[src/wsfd_pkg.sv]
// ----------------------------------------------------------------------------
// wsfd_pkg - shared types and constants of the WebSocket frame deframer
// Result codes, header constants and the item carried from parser to output.
// ----------------------------------------------------------------------------
package wsfd_pkg;

	// width of the maximum payload length register
	localparam int unsigned CFG_W = 21;

	// defaults for top-level parameters
	localparam logic [31:0] MAX_PAYLOAD_DEFAULT = 32'd1048576;
	localparam int unsigned QUEUE_DEPTH_DEFAULT = 4;

	// result kinds
	localparam logic [1:0] KIND_DATA  = 2'd0;
	localparam logic [1:0] KIND_EMPTY = 2'd1;
	localparam logic [1:0] KIND_RSV   = 2'd2;
	localparam logic [1:0] KIND_BIG   = 2'd3;

	// header byte fields
	localparam logic [6:0] LEN_EXT16 = 7'd126;
	localparam logic [6:0] LEN_EXT64 = 7'd127;
	localparam logic [3:0] EXT16_BYTES = 4'd2;
	localparam logic [3:0] EXT64_BYTES = 4'd8;
	localparam logic [3:0] KEY_BYTES   = 4'd4;

	// one classified result on its way from parser to output stage
	typedef struct packed {
		logic [1:0] kind;
		logic [7:0] data;    // raw stream byte, zero for non-data kinds
		logic [7:0] key;     // mask key byte to apply, zero when unmasked
		logic [3:0] opcode;
		logic       fin;
		logic       last;
	} wsfd_item_t;

	localparam int unsigned ITEM_W = $bits(wsfd_item_t);

	// parser status seen by the top level
	typedef struct packed {
		logic err;           // sticky error latched
		logic in_payload;    // inside a frame payload
	} wsfd_status_t;

endpackage

[src/wsfd_front.sv]
// ----------------------------------------------------------------------------
// wsfd_front - frame header parser
// Walks each frame byte by byte and turns payload bytes, empty-frame ends and errors into result items.
// ----------------------------------------------------------------------------
module wsfd_front import wsfd_pkg::*; (
	input  logic             clk,
	input  logic             arst_n,
	input  logic             accept,
	input  logic [7:0]       stream_byte,
	input  logic [CFG_W-1:0] limit,
	output logic             item_valid,
	output wsfd_item_t       item,
	output wsfd_status_t     status
);

	localparam logic [2:0] PH_HDR0   = 3'd0;
	localparam logic [2:0] PH_HDR1   = 3'd1;
	localparam logic [2:0] PH_EXTLEN = 3'd2;
	localparam logic [2:0] PH_KEY    = 3'd3;
	localparam logic [2:0] PH_DATA   = 3'd4;
	localparam logic [2:0] PH_ERROR  = 3'd5;

	logic [2:0]       phase_q;
	logic [63:0]      len_acc_q;
	logic [3:0]       hdr_left_q;
	logic [31:0]      mask_key_q;
	logic             is_masked_q;
	logic             fin_q;
	logic [3:0]       opcode_q;
	logic [1:0]       key_pos_q;
	logic [CFG_W-1:0] bytes_rem_q;

	logic [63:0] len_now;
	logic        len_done;
	logic        too_big;
	logic        len_zero;
	logic        mask_now;
	logic        key_done;
	logic [7:0]  key_byte;

	always_comb begin
		len_now  = (phase_q == PH_HDR1) ? {57'd0, stream_byte[6:0]}
		                                : {len_acc_q[55:0], stream_byte};
		len_done = ((phase_q == PH_HDR1) && (stream_byte[6:0] != LEN_EXT16)
		            && (stream_byte[6:0] != LEN_EXT64))
		        || ((phase_q == PH_EXTLEN) && (hdr_left_q == 4'd1));
		too_big  = (|len_now[63:CFG_W]) || (len_now[CFG_W-1:0] > limit);
		len_zero = (len_now[CFG_W-1:0] == '0);
		mask_now = (phase_q == PH_HDR1) ? stream_byte[7] : is_masked_q;
		key_done = (phase_q == PH_KEY) && (hdr_left_q == 4'd1);
		key_byte = mask_key_q[8*(3-key_pos_q) +: 8];
	end

	// classify the byte
	always_comb begin
		item_valid = 1'b0;
		item       = '0;
		unique case (phase_q)
			PH_HDR0: begin
				if (stream_byte[6:4] != 3'd0) begin
					item_valid = 1'b1;
					item.kind  = KIND_RSV;
					item.fin   = stream_byte[7];
				end
			end
			PH_HDR1, PH_EXTLEN: begin
				if (len_done) begin
					if (too_big) begin
						item_valid  = 1'b1;
						item.kind   = KIND_BIG;
						item.opcode = opcode_q;
						item.fin    = fin_q;
					end else if (!mask_now && len_zero) begin
						item_valid  = 1'b1;
						item.kind   = KIND_EMPTY;
						item.opcode = opcode_q;
						item.fin    = fin_q;
						item.last   = 1'b1;
					end
				end
			end
			PH_KEY: begin
				if (key_done && (bytes_rem_q == '0)) begin
					item_valid  = 1'b1;
					item.kind   = KIND_EMPTY;
					item.opcode = opcode_q;
					item.fin    = fin_q;
					item.last   = 1'b1;
				end
			end
			PH_DATA: begin
				item_valid  = 1'b1;
				item.kind   = KIND_DATA;
				item.data   = stream_byte;
				item.key    = is_masked_q ? key_byte : 8'd0;
				item.opcode = opcode_q;
				item.fin    = fin_q;
				item.last   = (bytes_rem_q == CFG_W'(1));
			end
			default: begin
			end
		endcase
	end

	always_ff @(posedge clk or negedge arst_n) begin
		if (!arst_n) begin
			phase_q     <= PH_HDR0;
			len_acc_q   <= '0;
			hdr_left_q  <= '0;
			mask_key_q  <= '0;
			is_masked_q <= 1'b0;
			fin_q       <= 1'b0;
			opcode_q    <= '0;
			key_pos_q   <= '0;
			bytes_rem_q <= '0;
		end else if (accept) begin
			unique case (phase_q)
				PH_HDR0: begin
					fin_q <= stream_byte[7];
					if (stream_byte[6:4] != 3'd0) begin
						phase_q <= PH_ERROR;
					end else begin
						opcode_q <= stream_byte[3:0];
						phase_q  <= PH_HDR1;
					end
				end
				PH_HDR1, PH_EXTLEN: begin
					if (phase_q == PH_HDR1) begin
						is_masked_q <= stream_byte[7];
					end else begin
						len_acc_q  <= len_now;
						hdr_left_q <= hdr_left_q - 4'd1;
					end
					if (!len_done) begin
						// extended length follows
						if (phase_q == PH_HDR1) begin
							hdr_left_q <= (stream_byte[6:0] == LEN_EXT16) ? EXT16_BYTES
							                                               : EXT64_BYTES;
							len_acc_q  <= '0;
							phase_q    <= PH_EXTLEN;
						end
					end else if (too_big) begin
						phase_q <= PH_ERROR;
					end else begin
						bytes_rem_q <= len_now[CFG_W-1:0];
						mask_key_q  <= '0;
						if (mask_now) begin
							hdr_left_q <= KEY_BYTES;
							phase_q    <= PH_KEY;
						end else begin
							key_pos_q <= '0;
							phase_q   <= len_zero ? PH_HDR0 : PH_DATA;
						end
					end
				end
				PH_KEY: begin
					mask_key_q <= {mask_key_q[23:0], stream_byte};
					hdr_left_q <= hdr_left_q - 4'd1;
					if (key_done) begin
						key_pos_q <= '0;
						phase_q   <= (bytes_rem_q == '0) ? PH_HDR0 : PH_DATA;
					end
				end
				PH_DATA: begin
					key_pos_q   <= key_pos_q + 2'd1;
					bytes_rem_q <= bytes_rem_q - CFG_W'(1);
					if (bytes_rem_q == CFG_W'(1)) begin
						phase_q <= PH_HDR0;
					end
				end
				default: begin
				end
			endcase
		end
	end

	assign status.err        = (phase_q == PH_ERROR);
	assign status.in_payload = (phase_q == PH_DATA);

endmodule

[src/wsfd_queue.sv]
// ----------------------------------------------------------------------------
// wsfd_queue - short result queue between parser and output stage
// Register-based FIFO with a combinational head.
// ----------------------------------------------------------------------------
module wsfd_queue import wsfd_pkg::*; #(
	parameter int unsigned DEPTH = QUEUE_DEPTH_DEFAULT
) (
	input  logic       clk,
	input  logic       arst_n,
	input  logic       wr,
	input  wsfd_item_t wr_item,
	input  logic       rd,
	output wsfd_item_t rd_item,
	output logic       full,
	output logic       nonempty
);

	localparam int unsigned IDX_W = (DEPTH > 1) ? $clog2(DEPTH) : 1;
	localparam int unsigned CNT_W = $clog2(DEPTH + 1);
	localparam logic [IDX_W-1:0] LAST_IDX = IDX_W'(DEPTH - 1);
	localparam logic [CNT_W-1:0] FULL_CNT = CNT_W'(DEPTH);

	wsfd_item_t       slots_q [DEPTH];
	logic [IDX_W-1:0] wr_ptr_q;
	logic [IDX_W-1:0] rd_ptr_q;
	logic [CNT_W-1:0] count_q;

	assign full     = (count_q == FULL_CNT);
	assign nonempty = (count_q != '0);
	assign rd_item  = slots_q[rd_ptr_q];

	always_ff @(posedge clk) begin
		if (wr) begin
			slots_q[wr_ptr_q] <= wr_item;
		end
	end

	always_ff @(posedge clk or negedge arst_n) begin
		if (!arst_n) begin
			wr_ptr_q <= '0;
			rd_ptr_q <= '0;
			count_q  <= '0;
		end else begin
			if (wr) begin
				wr_ptr_q <= (wr_ptr_q == LAST_IDX) ? '0 : wr_ptr_q + 1'b1;
			end
			if (rd) begin
				rd_ptr_q <= (rd_ptr_q == LAST_IDX) ? '0 : rd_ptr_q + 1'b1;
			end
			unique case ({wr, rd})
				2'b10:   count_q <= count_q + 1'b1;
				2'b01:   count_q <= count_q - 1'b1;
				default: count_q <= count_q;
			endcase
		end
	end

endmodule

[src/wsfd_back.sv]
// ----------------------------------------------------------------------------
// wsfd_back - unmasking and result register
// Applies the mask key to payload bytes and holds the oldest result.
// ----------------------------------------------------------------------------
module wsfd_back import wsfd_pkg::*; (
	input  logic       clk,
	input  logic       arst_n,
	input  logic       q_nonempty,
	input  wsfd_item_t q_item,
	output logic       q_take,
	input  logic       pop,
	output logic       empty,
	output logic [1:0] result_kind,
	output logic [7:0] payload_byte,
	output logic [3:0] frame_opcode,
	output logic       final_fragment,
	output logic       last_of_frame
);

	logic       valid_q;
	logic [1:0] kind_q;
	logic [7:0] byte_q;
	logic [3:0] opcode_q;
	logic       fin_q;
	logic       last_q;

	// refill when the register is free or its result leaves this cycle
	assign q_take = q_nonempty && (!valid_q || pop);

	always_ff @(posedge clk or negedge arst_n) begin
		if (!arst_n) begin
			valid_q <= 1'b0;
		end else if (q_take) begin
			valid_q <= 1'b1;
		end else if (pop) begin
			valid_q <= 1'b0;
		end
	end

	always_ff @(posedge clk) begin
		if (q_take) begin
			kind_q   <= q_item.kind;
			byte_q   <= q_item.data ^ q_item.key;
			opcode_q <= q_item.opcode;
			fin_q    <= q_item.fin;
			last_q   <= q_item.last;
		end
	end

	assign empty          = !valid_q;
	assign result_kind    = kind_q;
	assign payload_byte   = byte_q;
	assign frame_opcode   = opcode_q;
	assign final_fragment = fin_q;
	assign last_of_frame  = last_q;

endmodule

[src/websocket_frame_deframer_unit.sv]
// ----------------------------------------------------------------------------
// websocket_frame_deframer_unit - WebSocket receive-side frame deframer
// Parses a framed byte stream and delivers unmasked payload bytes, empty-frame ends and errors.
// ----------------------------------------------------------------------------
// Feed the received stream one byte per transfer on push/full and drain
// results on empty/pop. The block takes one byte every cycle while full is
// low; full rises only when QUEUE_DEPTH results back up behind a
// stalled consumer. A result passes from the header parser into the
// result queue and then through the unmasking result register. Header
// bytes give no result, except that a header completing an
// empty frame gives one empty-frame end and an offending header byte gives
// an error. Reserved bits set, or a length above the smaller of cfg_wr_data
// and MAX_PAYLOAD, raise an error once; after that every byte is consumed
// silently until reset. Write the limit only while the block is idle; it is
// sampled when a frame's length field completes.
module websocket_frame_deframer_unit import wsfd_pkg::*; #(
	parameter logic [31:0] MAX_PAYLOAD = MAX_PAYLOAD_DEFAULT,
	parameter int unsigned QUEUE_DEPTH = QUEUE_DEPTH_DEFAULT
) (
	input  logic             clk,
	input  logic             arst_n,
	// byte stream in
	input  logic             push,
	output logic             full,
	input  logic [7:0]       stream_byte,
	// results out
	output logic             empty,
	input  logic             pop,
	output logic [1:0]       result_kind,
	output logic [7:0]       payload_byte,
	output logic [3:0]       frame_opcode,
	output logic             final_fragment,
	output logic             last_of_frame,
	// length limit register
	input  logic             cfg_wr_en,
	input  logic [CFG_W-1:0] cfg_wr_data
);

	// cap of the limit set by the parameter, clipped to the register width
	localparam logic [CFG_W-1:0] LIMIT_CAP =
		(MAX_PAYLOAD > 32'((64'd1 << CFG_W) - 64'd1)) ? '1 : MAX_PAYLOAD[CFG_W-1:0];

	logic [CFG_W-1:0] max_len_q;
	logic [CFG_W-1:0] limit;
	logic             accept;
	logic             item_valid;
	wsfd_item_t       item;
	wsfd_status_t     status;
	wsfd_item_t       q_item;
	logic             q_full;
	logic             q_nonempty;
	logic             q_take;

	// limit register: the parameter also sets its reset value
	always_ff @(posedge clk or negedge arst_n) begin
		if (!arst_n) begin
			max_len_q <= MAX_PAYLOAD[CFG_W-1:0];
		end else if (cfg_wr_en) begin
			max_len_q <= cfg_wr_data;
		end
	end

	assign limit  = (max_len_q < LIMIT_CAP) ? max_len_q : LIMIT_CAP;
	assign full   = q_full;
	assign accept = push && !q_full;

	wsfd_front u_front (
		.clk         (clk),
		.arst_n      (arst_n),
		.accept      (accept),
		.stream_byte (stream_byte),
		.limit       (limit),
		.item_valid  (item_valid),
		.item        (item),
		.status      (status)
	);

	// push a result only for a byte that is actually taken
	wsfd_queue #(
		.DEPTH (QUEUE_DEPTH)
	) u_queue (
		.clk      (clk),
		.arst_n   (arst_n),
		.wr       (accept && item_valid),
		.wr_item  (item),
		.rd       (q_take),
		.rd_item  (q_item),
		.full     (q_full),
		.nonempty (q_nonempty)
	);

	wsfd_back u_back (
		.clk            (clk),
		.arst_n         (arst_n),
		.q_nonempty     (q_nonempty),
		.q_item         (q_item),
		.q_take         (q_take),
		.pop            (pop),
		.empty          (empty),
		.result_kind    (result_kind),
		.payload_byte   (payload_byte),
		.frame_opcode   (frame_opcode),
		.final_fragment (final_fragment),
		.last_of_frame  (last_of_frame)
	);

`ifndef SYNTHESIS
	// the error is sticky until reset
	a_err_sticky: assert property (@(posedge clk) disable iff (!arst_n)
		status.err |=> status.err)
		else $error("sticky error cleared");

	// once in error, accepted bytes produce nothing
	a_err_silent: assert property (@(posedge clk) disable iff (!arst_n)
		(status.err && accept) |-> !item_valid)
		else $error("result produced in error state");

	// every payload byte is classified as data
	a_payload_kind: assert property (@(posedge clk) disable iff (!arst_n)
		(accept && status.in_payload) |-> (item_valid && (item.kind == KIND_DATA)))
		else $error("payload byte not classified as data");

	// error results never mark an end of frame
	a_err_not_last: assert property (@(posedge clk) disable iff (!arst_n)
		(!empty && ((result_kind == KIND_RSV) || (result_kind == KIND_BIG)))
			|-> (!last_of_frame && (payload_byte == 8'd0)))
		else $error("error result with frame end or data");
`endif

endmodule

[config.mk]
export PLATFORM = sky130hd
export DESIGN_NAME = websocket_frame_deframer_unit
export DESIGN_NICKNAME = d
export VERILOG_FILES = /design/src/wsfd_pkg.sv /design/src/wsfd_front.sv /design/src/wsfd_queue.sv /design/src/wsfd_back.sv /design/src/websocket_frame_deframer_unit.sv
export SDC_FILE = /design/constraint.sdc
export NUM_CORES = 1
export LEC_CHECK = 0
export CAP_MARGIN = 10
export CORE_MARGIN = 4
export CORE_UTILIZATION = 45
export DETAILED_ROUTE_END_ITERATION = 10
export DONT_BUFFER_PORTS = 1
export HOLD_SLACK_MARGIN = 0.02
export MAX_ROUTING_LAYER = met4
export PLACE_DENSITY = 0.63
export RECOVER_POWER = 25
export SKIP_LAST_GASP = 1
export SLEW_MARGIN = 20
export SYNTH_ARGS = -nofsm -noshare
export SYNTH_HDL_FRONTEND = slang
export SYNTH_SLANG_ARGS = --single-unit
[constraint.sdc]
create_clock -name clk -period 4.8 [get_ports clk]
set_clock_uncertainty 0.2 [all_clocks]
set_input_delay 0.96 -clock clk [delete_from_list [all_inputs] [get_ports clk]]
set_output_delay 0.96 -clock clk [all_outputs]
set_load 0.02 [all_outputs]
* After elaboration in Yosys (flattened, before gate mapping) *
Memories as Yosys holds them, arrays and structs flattened.
Cells that the tools add are included.

storage, ports and cells
  latch bits = 0
  ROM bits = 0
  word-level logic and storage cells = 153
  memories = 1
  memory bits (writable) = 96
  flip-flop bits (word level) = 177

memory list
  name             words  bits a word  rd ports  clocked after Yosys merged registers in  wr ports  RTL line          source
  u_queue.slots_q  4      24           1         0                                        1         wsfd_queue.sv:23  wsfd_item_t slots_q [DEPTH];

cells by class
  muxes and demuxes = 64
  reductions and logical operators = 36
  add/sub/neg operators = 8
  $mul = 0
  divide/modulo/power cells = 0
  order comparisons = 2
  bitwise operators = 2
  equality and inequality tests = 20
  shifts and indexed selects = 1

operator list
  operator                                                              number
  64-bit two-way mux                                                    4
  32-bit two-way mux                                                    2
  32-bit one-hot mux with 2 select lines                                1
  21-bit two-way mux                                                    3
  43-bit OR reduction                                                   1
  21-bit logical NOT                                                    2
  21-bit one-hot mux with 2 select lines                                1
  32-bit by 33-bit variable part select with 8-bit output               1
  3-bit two-way mux                                                     9
  4-bit two-way mux                                                     6
  21-bit by 1-bit == test with 1-bit output, second input constant      1
  21-bit greater-than comparator                                        1
  21-bit < comparator, second input constant                            1
  21-bit by 1-bit subtractor with 21-bit output, second input constant  1
  2-bit two-way mux                                                     9
  6-bit two-way mux                                                     3
  16-bit two-way mux                                                    1
  1-bit two-way mux                                                     14
  7-bit != test, second input constant                                  2
  2-bit one-hot mux with 3 select lines                                 2
  3-bit one-hot mux with 4 select lines                                 1
  4-bit one-hot mux with 3 select lines                                 1
  1-bit logical AND                                                     9
  3-bit nonzero test                                                    3
  34 further kinds                                                      54

* Depth between registers and ports, before layout *
Gate-level depths: netlist (run 1).

  depth after elaboration = 11
  depth in mapped cells = 20
  mapped depth without buffers = 17

* By module *
Synthesis (run 1) repeated with hierarchy kept, for this count alone.

unflattened totals
  cell total of the unflattened synthesis = 991
  area total of the unflattened synthesis = 12557.0 sq um

by module, submodules not included
  module                         area an instance (sq um)  sequential area each (sq um)  cells an instance  instances
  wsfd_front                     7013.0                    3103.0                        733                1
  wsfd_queue                     3920.0                    3057.9                        161                1
  websocket_frame_deframer_unit  1026.0                    526.8                         68                 1
  wsfd_back                      598.1                     505.5                         29                 1

* Least setup slack after synthesis (run 1) *
Ideal clock, no wire load.

  path kind = register to register
  start = reg u_front.phase_q[1]
  end = reg u_queue.count_q[2]
  path slack = 0.424 ns
  stages on the path, launching flop included = 21
  period minus slack after synthesis = 4.376 ns
  data arrival time = 4.050 ns
  cells stage by stage = dfrtp_1 > buf_2 > nand2b_1 > nor2_4 > inv_1 > clkbuf_1 > clkbuf_1 > and2_1 > ha_1 > nand4_1 > nor4_1 > o21ai_0 > nand4b_1 > a31oi_1 > a41oi_4 > inv_1 > ha_1 > fa_1 > xnor2_1 > nor2_1 > xor2_1

between the ends
  word-level cells in the longest chain between the ends = 11

RTL lines
  what                                                                         RTL line                             source
  from (decl)                                                                  wsfd_front.sv:23                     logic [2:0] phase_q;
  from (signal assigned)                                                       wsfd_front.sv:152                    phase_q <= len_zero ? PH_HDR0 : PH_DATA;
  from (signal assigned)                                                       wsfd_front.sv:161                    phase_q <= (bytes_rem_q == '0) ? PH_HDR0 : PH_DATA;
  branches (longest 7 deep; another with 21-bit greater-than comparator)       -
  1-bit one-hot mux with 4 select lines (*)                                    wsfd_front.sv:58                     unique case (phase_q)
  1-bit logical AND (*)                                                        websocket_frame_deframer_unit.sv:84  .wr (accept && item_valid),
  2-bit by 1-bit == test with 1-bit output or 2-bit == test (tied branches)    wsfd_queue.sv:50                     unique case ({wr, rd})
  3-bit one-hot mux with 2 select lines or 2-bit nonzero test (tied branches)  -
  to (signal assigned)                                                         wsfd_queue.sv:51                     2'b10: count_q <= count_q + 1'b1;
  to (signal assigned)                                                         wsfd_queue.sv:52                     2'b01: count_q <= count_q - 1'b1;
  to (signal assigned)                                                         wsfd_queue.sv:53                     default: count_q <= count_q;
  to (decl)                                                                    wsfd_queue.sv:26                     logic [CNT_W-1:0] count_q;

Mark *: on every way between the ends.
A chain may end at the register's enable or synchronous reset.

* Worst setup path after layout (run 1) *
Ends and elaborated chain as after synthesis.

==> run_results.csv, run 1 <==
group,metric,value,unit
synthesis,syn_nets,1024,
setup_path,cp.arrival,4.72,ns
run,cap_violations,1,
clocking,clkLatencyLatePin,0.55,ns
power,leakagePower,5.67,nW
power,power.density,585,nW/um2
global_route,grt_use_total,18.7,%
setup_path,critical-path-max-stage-delay,0.46,ns
floorplan,core_region_area,26400,um2
setup_path,endpoint_kind,"flip-flop",
floorplan,initial_core_util,46.2,%
setup_path,worstSetupPathType,"flip-flop to flip-flop",
floorplan,die_h,172,um
synthesis,synthArstFlopShare,57.7,%
synthesis,ys.flop_type,"dfrtp_1",
timing,slew_headroom,-132,%
detailed_routing,dr.pass1.iters,5,
setup_path,cpMostUsedCell,"ha_1",
floorplan,chipWidth,172,um
power,p_clk_share,28.6,%
synthesis,synth.area.mux_share,10.2,%
power,peakVddDrop,0.300,mV
timing,fin_crit,4.49,ns
setup_path,r2r-end,"u_queue.count_q[2]$_DFFE_PN0P_",
global_route,overflow,0,
run_status,violations,"capacitance limit, slew limit",
global_route,antenna_found_initial,0,
setup_path,crit_slowest_cell,"dfrtp_1",
clocking,cts_made_buffers,28,
timing,maxSlewViolCount,153,
timing,setup_tns,0,ns
synthesis,synth-seq-area-share,59.1,%
setup_path,start_kind,"flip-flop",
detailed_routing,via_count,7710,
global_route,grt_pass1_wl,42.9,mm
synthesis,synth_area_per_cell,12.7,um2
setup_path,reg2reg_slack,0.31,ns
timing,setup_viol_count_final,0,
synthesis,synth_compound_area_share,11.1,%
synthesis,synth_edf_count,112,
setup_path,worst-path-buf-inv,3,
layout,mostFrequentLayoutCells,"152 x dfrtp_1, 112 x edfxtp_1, 91 x nand2_1, 56 x a22o_1, 45 x a21oi_1",
synthesis,synth_top_cell_by_area,"dfrtp_1",
layout,area_growth_syn_to_layout,11.9,%
layout,instances_no_fill,1321,
setup_path,cp_top_family,"simple AND/OR/NAND/NOR gates",
clocking,cts_max_path_buffers,3,
placement,dp_slack,0.331,ns
clocking,tritoncts,"done",
synthesis,synthXorXnorAreaFrac,2.52,%
layout,utilization,51.7,%
power,swShare,34.4,%
setup_path,worstPathMaxFanout,9,
floorplan,fp.dieArea,29700,um2
floorplan,num_rows,59,
layout,nets,1031,
synthesis,synth_area_leaders,"dfrtp_1 31%, edfxtp_1 28%, mux4_2 4.4%, a22o_1 4.0%, ha_1 3.3%",
timing,tightest_slew,3.49,ns
power,combPwrFrac,29.4,%
layout,final_area,13600,um2
placement,dp.cells,1264,
timing,rsz0062_at_grt,"false",
synthesis,syn-cell-area,12200,um2
clocking,cts_sinks,265,
synthesis,synth_top_area_share,31.3,%
synthesis,yosysUniqueCellTypes,65,
global_route,grt_pass1_vias,7690,
setup_path,r2r-start,"u_front.phase_q[1]$_DFFE_PN0P_",
synthesis,yosys.area_share.adder,3.45,%
global_route,grt_max_degree,153,
synthesis,synth_top_family_by_area,"compound AO/OA/AOI/OAI gates",
clocking,clkTransAtPathRegs,0.06,ns
synthesis,yosys.area_share.simple,10.5,%
synthesis,syn_inst,957,
run_status,outcome,"finished with violations",
placement,dpl_cell_area,12600,um2
setup_path,critical_path_required,5.03,ns
detailed_routing,ant_nets,0,
detailed_routing,drt-wirelength-per-cell,20.3,um
timing,hold_violations,0,
power,cellInternalPower,5.23,mW
layout,drive_above_1_share,14.7,%
power,p_switching,2.74,mW
detailed_routing,drtIter0Drc,615,
timing,whs,0.0563,ns
setup_path,reg2regPathDepth,18,
timing,finalWorstSetupSlack,0.313,ns
detailed_routing,drc,0,
detailed_routing,routed_wl,26.8,mm
clocking,htree_levels,1,
setup_path,cp_cell_sequence,"nand2b_1, nor2_4, buf_4, clkinvlp_4, and2_1, ha_1, nand4_1, nor4_2, o21ai_0, nand4b_1, a31oi_1, a41oi_4, inv_1, ha_1, fa_1, xnor2_1, nor2_1, xor2_1",
timing,finalCritPeriodShare,93.5,%
timing,fmax,223,MHz
clocking,root_buffer,"clkbuf_16",
detailed_routing,viasPerCell,5.84,
power,power,7.97,mW
synthesis,yosys_register_bits,265,
min_path,hold_path_class,"input port to async pin",
placement,gp_congestion,0.886,
layout,layout_commonest_cell,"dfrtp_1",
placement,port_buffers,0,
layout,diodes,0,
placement,dp_hpwl,17.3,mm
synthesis,ys_warn_count,0,
floorplan,ios,52,
power,pwr-share-seq,42.0,%
[logic make-up after synthesis]
logic type,count (synthesis)
flops,265
buf+inv,95
fa+ha+maj,33
simple gates,248
xor+xnor,35
mux,90
compound gates,191
[cells in the mapped netlist, types with 3 or more instances]
cell type    n
dfrtp_1    152
edfxtp_1   112
nand2_1     91
a22o_1      56
a21oi_1     47
inv_1       45
mux2i_1     35
xor2_1      33
clkbuf_1    32
ha_1        32
mux2_2      29
and2_1      26
nor2_1      26
mux4_2      24
nor4_1      24
o21ai_0     23
and3_1      20
o22ai_1     20
nor3_1      17
buf_2       14
nand3_1     10
nand4_1      8
nand2b_1     6
a21o_1       4
buf_1        4
o31ai_1      4
o41ai_1      4
or3_1        4
a31oi_1      3
nor3b_1      3
o21a_1       3
o21ai_1      3
[layer usage]
metal	track usage [%]	vias up	routed length, um
li1	-	3574	-
met1	26.8	3853	12600
met2	28.2	222	12200
met3	2.63	61	1310
met4	5.37	0	768
met5	-	-	0
[worst register-to-register path, stage by stage (launching register included)]
cell        delay, ns
dfrtp_1          0.46
nand2b_1         0.23
nor2_4           0.23
buf_4            0.17
clkinvlp_4       0.15
and2_1           0.24
ha_1             0.32
nand4_1          0.11
nor4_2           0.33
o21ai_0          0.14
nand4b_1         0.15
a31oi_1          0.21
a41oi_4          0.31
inv_1            0.08
ha_1             0.23
fa_1             0.44
xnor2_1          0.17
nor2_1           0.07
xor2_1           0.14
[power groups by stage]
stage               registers [mW]  clock network (mW)  logic (mW)
global route                  3.41                2.44        2.57
CTS                           3.34                2.33        2.33
floorplan                     3.20                   0        1.84
finish                        3.34                2.28        2.35
global placement              3.38                   0        2.26
detailed placement            3.38                   0        2.29
[area by class of cell]
| cell class | instances | area (um2) |
|---|---|---|
| Inverter | 45 | 173 |
| Timing Repair Buffer | 26 | 193 |
| Timing Repair inverter | 1 | 7.51 |
| Sequential cell | 265 | 7190 |
| Clock buffer | 38 | 772 |
| Clock inverter | 14 | 215 |
| Multi-Input combinational cell | 597 | 4640 |
| Tap cell | 335 | 419 |
| Fill cell | 2234 | 12700 |
[worst max-delay path by stage]
stage                                                end  slack (ns)  cells past startpoint                            from
after floorplan           u_queue.count_q[2]$_DFFE_PN0P_        0.42                     20  u_front.phase_q[1]$_DFFE_PN0P_
after global placement    u_queue.count_q[2]$_DFFE_PN0P_        0.41                     17  u_front.phase_q[1]$_DFFE_PN0P_
after detailed placement  u_queue.count_q[2]$_DFFE_PN0P_        0.33                     17  u_front.phase_q[1]$_DFFE_PN0P_
after CTS                 u_queue.count_q[2]$_DFFE_PN0P_        0.32                     17  u_front.phase_q[1]$_DFFE_PN0P_
after global routing      u_queue.count_q[2]$_DFFE_PN0P_        0.07                     17  u_front.phase_q[1]$_DFFE_PN0P_
final                     u_queue.count_q[2]$_DFFE_PN0P_        0.31                     18  u_front.phase_q[1]$_DFFE_PN0P_
[state kept, by name, indices dropped and copies added (netlist names), 2 cells and up]
signal               count
max_len_q               21
u_back.frame_opcode      4
u_back.payload_byte      8
u_back.result_kind       2
u_front.bytes_rem_q     21
u_front.hdr_left_q       4
u_front.key_pos_q        2
u_front.len_acc_q       56
u_front.mask_key_q      32
u_front.opcode_q         4
u_front.phase_q          3
u_queue.count_q          3
u_queue.rd_ptr_q         2
u_queue.slots_q         96
u_queue.wr_ptr_q         2
[what timing repair did]
item	4_1_cts	5_1_grt
buffers inserted	0	3
hold buffers	1	0
hold endpoints to repair	152	0
endpoints found under the setup margin	0	2
gates resized for setup	0	3
(Power assumes the default switching activity.)
==> run 2: changes to the inputs <==
--- a/config.mk
+++ b/config.mk
@@ -5,9 +5,12 @@
 export SDC_FILE = /design/constraint.sdc
 export NUM_CORES = 1
 export LEC_CHECK = 0
+export ABC_AREA = 1
+export ABC_CLOCK_PERIOD_IN_PS = 4800
 export CAP_MARGIN = 10
 export CORE_MARGIN = 4
 export CORE_UTILIZATION = 45
+export CTS_BUF_LIST = sky130_fd_sc_hd__clkbuf_16
 export DETAILED_ROUTE_END_ITERATION = 10
 export DONT_BUFFER_PORTS = 1
 export HOLD_SLACK_MARGIN = 0.02
==> run 2 against run 1 <==
Compared with the run above:
- the flow still finishes with violations (capacitance limit, slew limit)
- synthesized cell count grew 39%
- sequential power up 6.0%
- sequential share of layout area decreased by 1.1 points
- via count increased by 17%
- critical path depth grew 3
- clock power fell by 8.8%
- register-to-register slack better by 0.23 ns
- hold slack gained 0.013 ns
- clock-buffer cell count fell by 10
==> run_results.csv, run 2 <==
group,metric,value,unit
synthesis,synthArstFlopShare,57.7,%
clocking,cts_max_path_buffers,3,
synthesis,yosysMostFrequentCell,"nand2_1",
timing,finalCritPeriodShare,88.6,%
synthesis,yosysUniqueCellTypes,41,
synthesis,yosys.area_share.simple,16.2,%
detailed_routing,drtIter0Drc,691,
run_status,outcome,"finished with violations",
floorplan,die_h,176,um
synthesis,synth_area_per_cell,9.55,um2
synthesis,syn-cell-area,12700,um2
min_path,hold_path_class,"input port to async pin",
setup_path,cp_cell_sequence,"inv_2, nand3_2, nand2_1, inv_1, ha_1, nand2_1, nor2_1, nand2_1, nor2_1, nand2_1, nand3_1, nand2_1, nand3_1, nand2_1, nand3_2, nand2_2, ha_1, fa_1, a21oi_1, o21ai_0, xor2_1",
timing,tightest_slew,3.45,ns
power,leakagePower,5.90,nW
layout,diodes,0,
power,power.density,626,nW/um2
placement,port_buffers,0,
global_route,grt_pass1_wl,46.9,mm
placement,gp_congestion,0.898,
synthesis,yosys.area_share.adder,3.31,%
clocking,cts_sinks,265,
setup_path,endpoint_kind,"flip-flop",
global_route,antenna_found_initial,1,
floorplan,num_rows,61,
setup_path,cp_top_family,"simple AND/OR/NAND/NOR gates",
detailed_routing,drc,0,
clocking,tritoncts,"done",
floorplan,chipWidth,176,um
synthesis,syn_nets,1396,
placement,dp_hpwl,18.3,mm
power,peakVddDrop,0.381,mV
setup_path,worstSetupPathType,"flip-flop to flip-flop",
synthesis,synthXorXnorAreaFrac,1.52,%
synthesis,synth_top_area_share,30.0,%
global_route,overflow,0,
detailed_routing,ant_nets,0,
setup_path,start_kind,"flip-flop",
layout,n_fill_cell,2595,
layout,regArea,7190,um2
clocking,root_buffer,"clkbuf_16",
layout,top_regs,"u_queue.slots_q x96, u_front.len_acc_q x56, u_front.mask_key_q x32",
timing,rsz0062_at_grt,"false",
layout,largest_register_ff_count,96,
detailed_routing,viasPerCell,5.25,
setup_path,r2r-start,"u_front.phase_q[2]$_DFFE_PN0P_",
run,cap_violations,1,
layout,largest_register,"u_queue.slots_q",
detailed_routing,via_count,9011,
floorplan,ios,52,
layout,multiInputGateArea,4670,um2
run_status,violations,"capacitance limit, slew limit",
layout,area_growth_syn_to_layout,9.53,%
timing,setup_tns,0,ns
timing,slew_headroom,-130,%
synthesis,synth_edf_count,112,
layout,mostFrequentLayoutCells,"259 x nand2_1, 153 x nor2_1, 152 x dfrtp_1, 145 x inv_1, 112 x edfxtp_1",
timing,setup_viol_count_final,0,
detailed_routing,routed_wl,28.4,mm
layout,layout_commonest_cell,"nand2_1",
synthesis,synthTopCellsByCount,"259 x nand2_1, 158 x nor2_1, 152 x dfrtp_1, 138 x inv_1, 112 x edfxtp_1",
layout,nets,1382,
setup_path,cp.arrival,4.47,ns
synthesis,synth_top_family_by_area,"simple AND/OR/NAND/NOR gates",
detailed_routing,drt-wirelength-per-cell,16.5,um
clocking,clkTransAtPathRegs,0.06,ns
setup_path,critical-path-max-stage-delay,0.48,ns
synthesis,synth_top_cell_by_area,"dfrtp_1",
clocking,clkLatencyLatePin,0.54,ns
clocking,htree_levels,1,
synthesis,syn_inst,1329,
synthesis,synth-seq-area-share,56.7,%
synthesis,yosys_register_bits,265,
synthesis,synth_area_leaders,"dfrtp_1 30%, edfxtp_1 27%, nand2_1 7.7%, nor2_1 4.7%, o21ai_0 4.3%",
timing,maxSlewViolCount,153,
timing,fmax,235,MHz
clocking,cts_made_buffers,28,
floorplan,initial_core_util,45.7,%
global_route,grt_max_degree,153,
synthesis,synth_compound_area_share,13.9,%
floorplan,fp.dieArea,31000,um2
global_route,grt_use_total,19.1,%
floorplan,core_region_area,27800,um2
setup_path,cpMostUsedCell,"nand2_1",
synthesis,ys_warn_count,0,
setup_path,worst-path-buf-inv,2,
setup_path,critical_path_required,5.02,ns
clocking,cts_setup_buffers,0,
setup_path,critPathLaunch,"u_front.phase_q[2]$_DFFE_PN0P_",
setup_path,crit_slowest_cell,"nand3_2",
timing,whs,0.0696,ns
detailed_routing,dr.pass1.iters,7,
setup_path,worstPathMaxFanout,30,
synthesis,synth.area.mux_share,1.69,%
timing,fin_crit,4.25,ns
timing,hold_violations,0,
layout,drive_above_1_share,10.2,%
global_route,grt_pass1_vias,8899,
synthesis,ys.flop_type,"dfrtp_1",
[run 2: cell count changes in the layout (fill, tap and decap cells not counted), sizes merged, moves of 17 or more]
cell / before / now
mux2i: 35 / 0
and2: 26 / 0
and3: 20 / 0
nand2: 91 / 271
o21ai: 26 / 169
a22o: 56 / 0
nor2: 27 / 159
inv: 44 / 148
mux4: 24 / 0
a21oi: 47 / 30
nand3: 10 / 36
nor4: 24 / 2
o22ai: 20 / 53
o32ai: 1 / 30
[run 2: layer usage]
layer  routed length [um]  up-vias  global-route usage (%)
li1                     -     4461                       -
met1                13100     4303                    26.1
met2                13400      201                    30.9
met3                 1120       46                    2.25
met4                  686        0                    4.68
met5                    0        -                       -
[run 2: cell type report]
cell class	count	area share (%)
Sequential cell	265	51.7
Multi-Input combinational cell	860	33.6
Inverter	143	3.86
Tap cell	378	3.40
Timing Repair Buffer	17	0.990
Clock buffer	28	5.04
Clock inverter	24	1.34
[run 2: where the power goes]
group          internal (mW)  switching (mW)  total, mW
sequential              3.07           0.466       3.54
combinational           1.01            2.07       3.08
clock                   1.21           0.865       2.08
[run 2: logic make-up (layout without fill, tap and decap cells)]
| logic type | count (synthesis) | after routing |
|---|---|---|
| AO/OA/AOI/OAI | 289 | 289 |
| flip-flops | 265 | 265 |
| XOR/XNOR | 22 | 22 |
| multiplexers | 19 | 19 |
| adder cells (fa/ha/maj) | 33 | 33 |
| AND/OR/NAND/NOR | 497 | 497 |
| buffers and inverters | 204 | 212 |
[run 2: through the flow]
stage	setup WS, ns	area, um2	total power [mW]	utilization, %	std cells
after CTS	0.573	13900	8.76	50.1	1715
after floorplan	0.997	12700	5.85	-	1329
after global placement	0.678	13000	6.56	46.8	1662
after global routing	0.101	13900	9.38	50.0	1715
after detailed placement	0.580	13000	6.63	46.8	1662
final	0.546	13900	8.70	50.0	1715
[run 2: what timing repair did]
item	CTS	global route
resized for setup	0	0
hold endpoints to repair	152	0
setup endpoints to repair	0	0
hold buffers	1	0
[run 2: final timing paths]
| path | endpoint | slack, ns | cells after the start |
|---|---|---|---|
| worst max-delay path | u_queue.count_q[2]$_DFFE_PN0P_ | 0.55 | 21 |
| worst min-delay path | max_len_q[20]$_DFFE_PN1P_ | 0.07 | 0 |
| worst max register to register | u_queue.count_q[2]$_DFFE_PN0P_ | 0.55 | 21 |
| worst min register to register | u_front.opcode_q[2]$_DFFE_PN0P_ | 0.29 | 2 |
| max in group asynchronous | max_len_q[0]$_DFFE_PN0P_ | 0.99 | 1 |
| min in group clk | u_front.opcode_q[2]$_DFFE_PN0P_ | 0.29 | 2 |
==> run 3: changes to the inputs <==
--- a/config.mk
+++ b/config.mk
@@ -10,11 +10,10 @@
 export CAP_MARGIN = 10
 export CORE_MARGIN = 4
 export CORE_UTILIZATION = 45
-export CTS_BUF_LIST = sky130_fd_sc_hd__clkbuf_16
+export CTS_BUF_LIST = sky130_fd_sc_hd__clkbuf_4 sky130_fd_sc_hd__clkbuf_8
 export DETAILED_ROUTE_END_ITERATION = 10
 export DONT_BUFFER_PORTS = 1
 export HOLD_SLACK_MARGIN = 0.02
-export MAX_ROUTING_LAYER = met4
 export PLACE_DENSITY = 0.63
 export RECOVER_POWER = 25
 export SKIP_LAST_GASP = 1
==> run 3 against run 2 <==
Compared with the run above:
- the run still ends with capacitance limit, slew limit left
- cell area about the same
- critical path type unchanged
- critical path depth did not move
- highest routed layer unchanged
- clock power down 5%
==> run_results.csv, run 3 (same netlist as run 2, synthesis figures left out) <==
group,metric,value,unit
global_route,antenna_found_initial,1,
setup_path,start_kind,"flip-flop",
layout,mostFrequentLayoutCells,"259 x nand2_1, 153 x nor2_1, 152 x dfrtp_1, 138 x inv_1, 112 x edfxtp_1",
detailed_routing,routed_wl,28.2,mm
detailed_routing,top_layer,"met4",
layout,top_regs,"u_queue.slots_q x96, u_front.len_acc_q x56, u_front.mask_key_q x32",
run,cap_violations,1,
clocking,clkLatencyLatePin,0.55,ns
run_status,outcome,"finished with violations",
layout,n_fill_cell,2611,
global_route,grt_use_total,18.3,%
global_route,grt_pass1_vias,8948,
floorplan,ios,52,
setup_path,worstSetupPathType,"flip-flop to flip-flop",
timing,fin_crit,4.07,ns
placement,dp_hpwl,18.0,mm
detailed_routing,drt-wirelength-per-cell,16.2,um
detailed_routing,via_count,9129,
setup_path,r2r-start,"u_front.phase_q[2]$_DFFE_PN0P_",
floorplan,core_region_area,27800,um2
placement,port_buffers,0,
floorplan,die_h,176,um
clocking,cts_setup_buffers,0,
timing,finalCritPeriodShare,84.8,%
timing,tightest_slew,3.49,ns
run_status,violations,"capacitance limit, slew limit",
timing,setup_tns,0,ns
global_route,overflow,0,
detailed_routing,ant_nets,0,
layout,utilization,50.1,%
floorplan,initial_core_util,45.7,%
power,power.density,618,nW/um2
clocking,post_cts_resized,0,
placement,gp_congestion,0.892,
timing,maxSlewViolCount,153,
floorplan,fp.dieArea,31000,um2
layout,drive_above_1_share,12.8,%
min_path,hold_path_class,"input port to async pin",
detailed_routing,drc,0,
timing,slew_headroom,-133,%
layout,largest_register_ff_count,96,
clocking,cts_made_buffers,44,
clocking,cts_sinks,265,
setup_path,cp.arrival,4.29,ns
detailed_routing,drtIter0Drc,700,
clocking,htree_levels,2,
setup_path,r2r-end,"u_queue.count_q[2]$_DFFE_PN0P_",
clocking,root_buffer,"clkbuf_8",
floorplan,chipWidth,176,um
layout,nets,1398,
layout,area_growth_syn_to_layout,9.59,%
detailed_routing,routed-wl-met3,1.27,mm
timing,fmax,246,MHz
detailed_routing,viasPerCell,5.24,
layout,layout_commonest_cell,"nand2_1",
setup_path,reg2regPathDepth,21,
layout,largest_register,"u_queue.slots_q",
detailed_routing,met2_length,13.2,mm
power,peakVddDrop,0.294,mV
power,leakagePower,5.91,nW
global_route,grt_pass1_wl,46.5,mm
clocking,cts_max_path_buffers,3,
detailed_routing,wl_met1,13.1,mm
setup_path,reg2reg_slack,0.73,ns
detailed_routing,dr.pass1.iters,8,
clocking,clkTransAtPathRegs,0.06,ns
setup_path,worstPathMaxFanout,24,
timing,rsz0062_at_grt,"false",
global_route,grt_max_degree,153,
timing,setup_viol_count_final,0,
timing,hold_violations,0,
setup_path,critical_path_required,5.03,ns
clocking,tritoncts,"done",
floorplan,num_rows,61,
setup_path,endpoint_kind,"flip-flop",
layout,diodes,0,
[run 3: power breakdown]
part | internal (mW) | switching (mW)
clock | 1.11 | 0.873
sequential | 3.07 | 0.471
combinational | 1.01 | 2.06
total | 5.19 | 3.40
[run 3: worst max path at each step]
stage	from	end	cells past startpoint
after floorplan	stream_byte[7]	u_queue.slots_q[3][0]$_DFFE_PP_	15
after global placement	u_front.phase_q[2]$_DFFE_PN0P_	u_queue.count_q[2]$_DFFE_PN0P_	21
after detailed placement	u_front.phase_q[2]$_DFFE_PN0P_	u_queue.count_q[2]$_DFFE_PN0P_	21
after CTS	u_front.phase_q[2]$_DFFE_PN0P_	u_queue.count_q[2]$_DFFE_PN0P_	21
after global routing	arst_n	max_len_q[0]$_DFFE_PN0P_	1
final	u_front.phase_q[2]$_DFFE_PN0P_	u_queue.count_q[2]$_DFFE_PN0P_	21
[run 3: per-layer routing]
metal	vias up	GRT usage, %
met1	4385	25.3
met2	197	30.4
met5	-	0
met4	0	4.71
li1	4500	-
met3	47	2.96
[run 3: what timing repair did]
action / in CTS / in global routing
endpoints found under the setup margin: 0 / 0
hold buffers: 1 / 0
hold endpoints to repair: 152 / 0
[run 3: layout make-up]
class | count | area, um2 | area share (%)
Clock buffer | 68 | 836 | 6.01
Clock inverter | 10 | 58.8 | 0.423
Inverter | 143 | 537 | 3.86
Multi-Input combinational cell | 860 | 4670 | 33.6
Sequential cell | 265 | 7190 | 51.7
Tap cell | 378 | 473 | 3.40
Timing Repair Buffer | 17 | 138 | 0.990
[run 3: metrics by stage]
stage | cell area, um2 | cells | power [mW] | hold slack [ns] | setup WS (ns)
final | 13900 | 1741 | 8.59 | 0.0615 | 0.732
after global routing | 13900 | 1741 | 9.26 | 0.0241 | 0.274
after CTS | 13900 | 1741 | 8.65 | 0.0270 | 0.751
after detailed placement | 13000 | 1662 | 6.61 | 0.273 | 0.762
after global placement | 13000 | 1662 | 6.55 | 0.268 | 0.837
after floorplan | 12700 | 1329 | 5.85 | 0.253 | 0.997
[run 3: critical path: stages (launching register included)]
cell and delay (ns):
dfrtp_1 0.43, inv_2 0.10, nand3_2 0.41, nand2_1 0.28, inv_1 0.08, ha_1 0.31, nand2_1 0.08, nor2_1 0.19
nand2_1 0.08, nor2_1 0.09, nand2_1 0.06, nand3_1 0.08, nand2_1 0.10, nand3_1 0.11, nand2_1 0.07, nand3_2 0.10
nand2_2 0.13, ha_1 0.25, fa_1 0.44, a21oi_1 0.12, o21ai_0 0.11, xor2_1 0.15
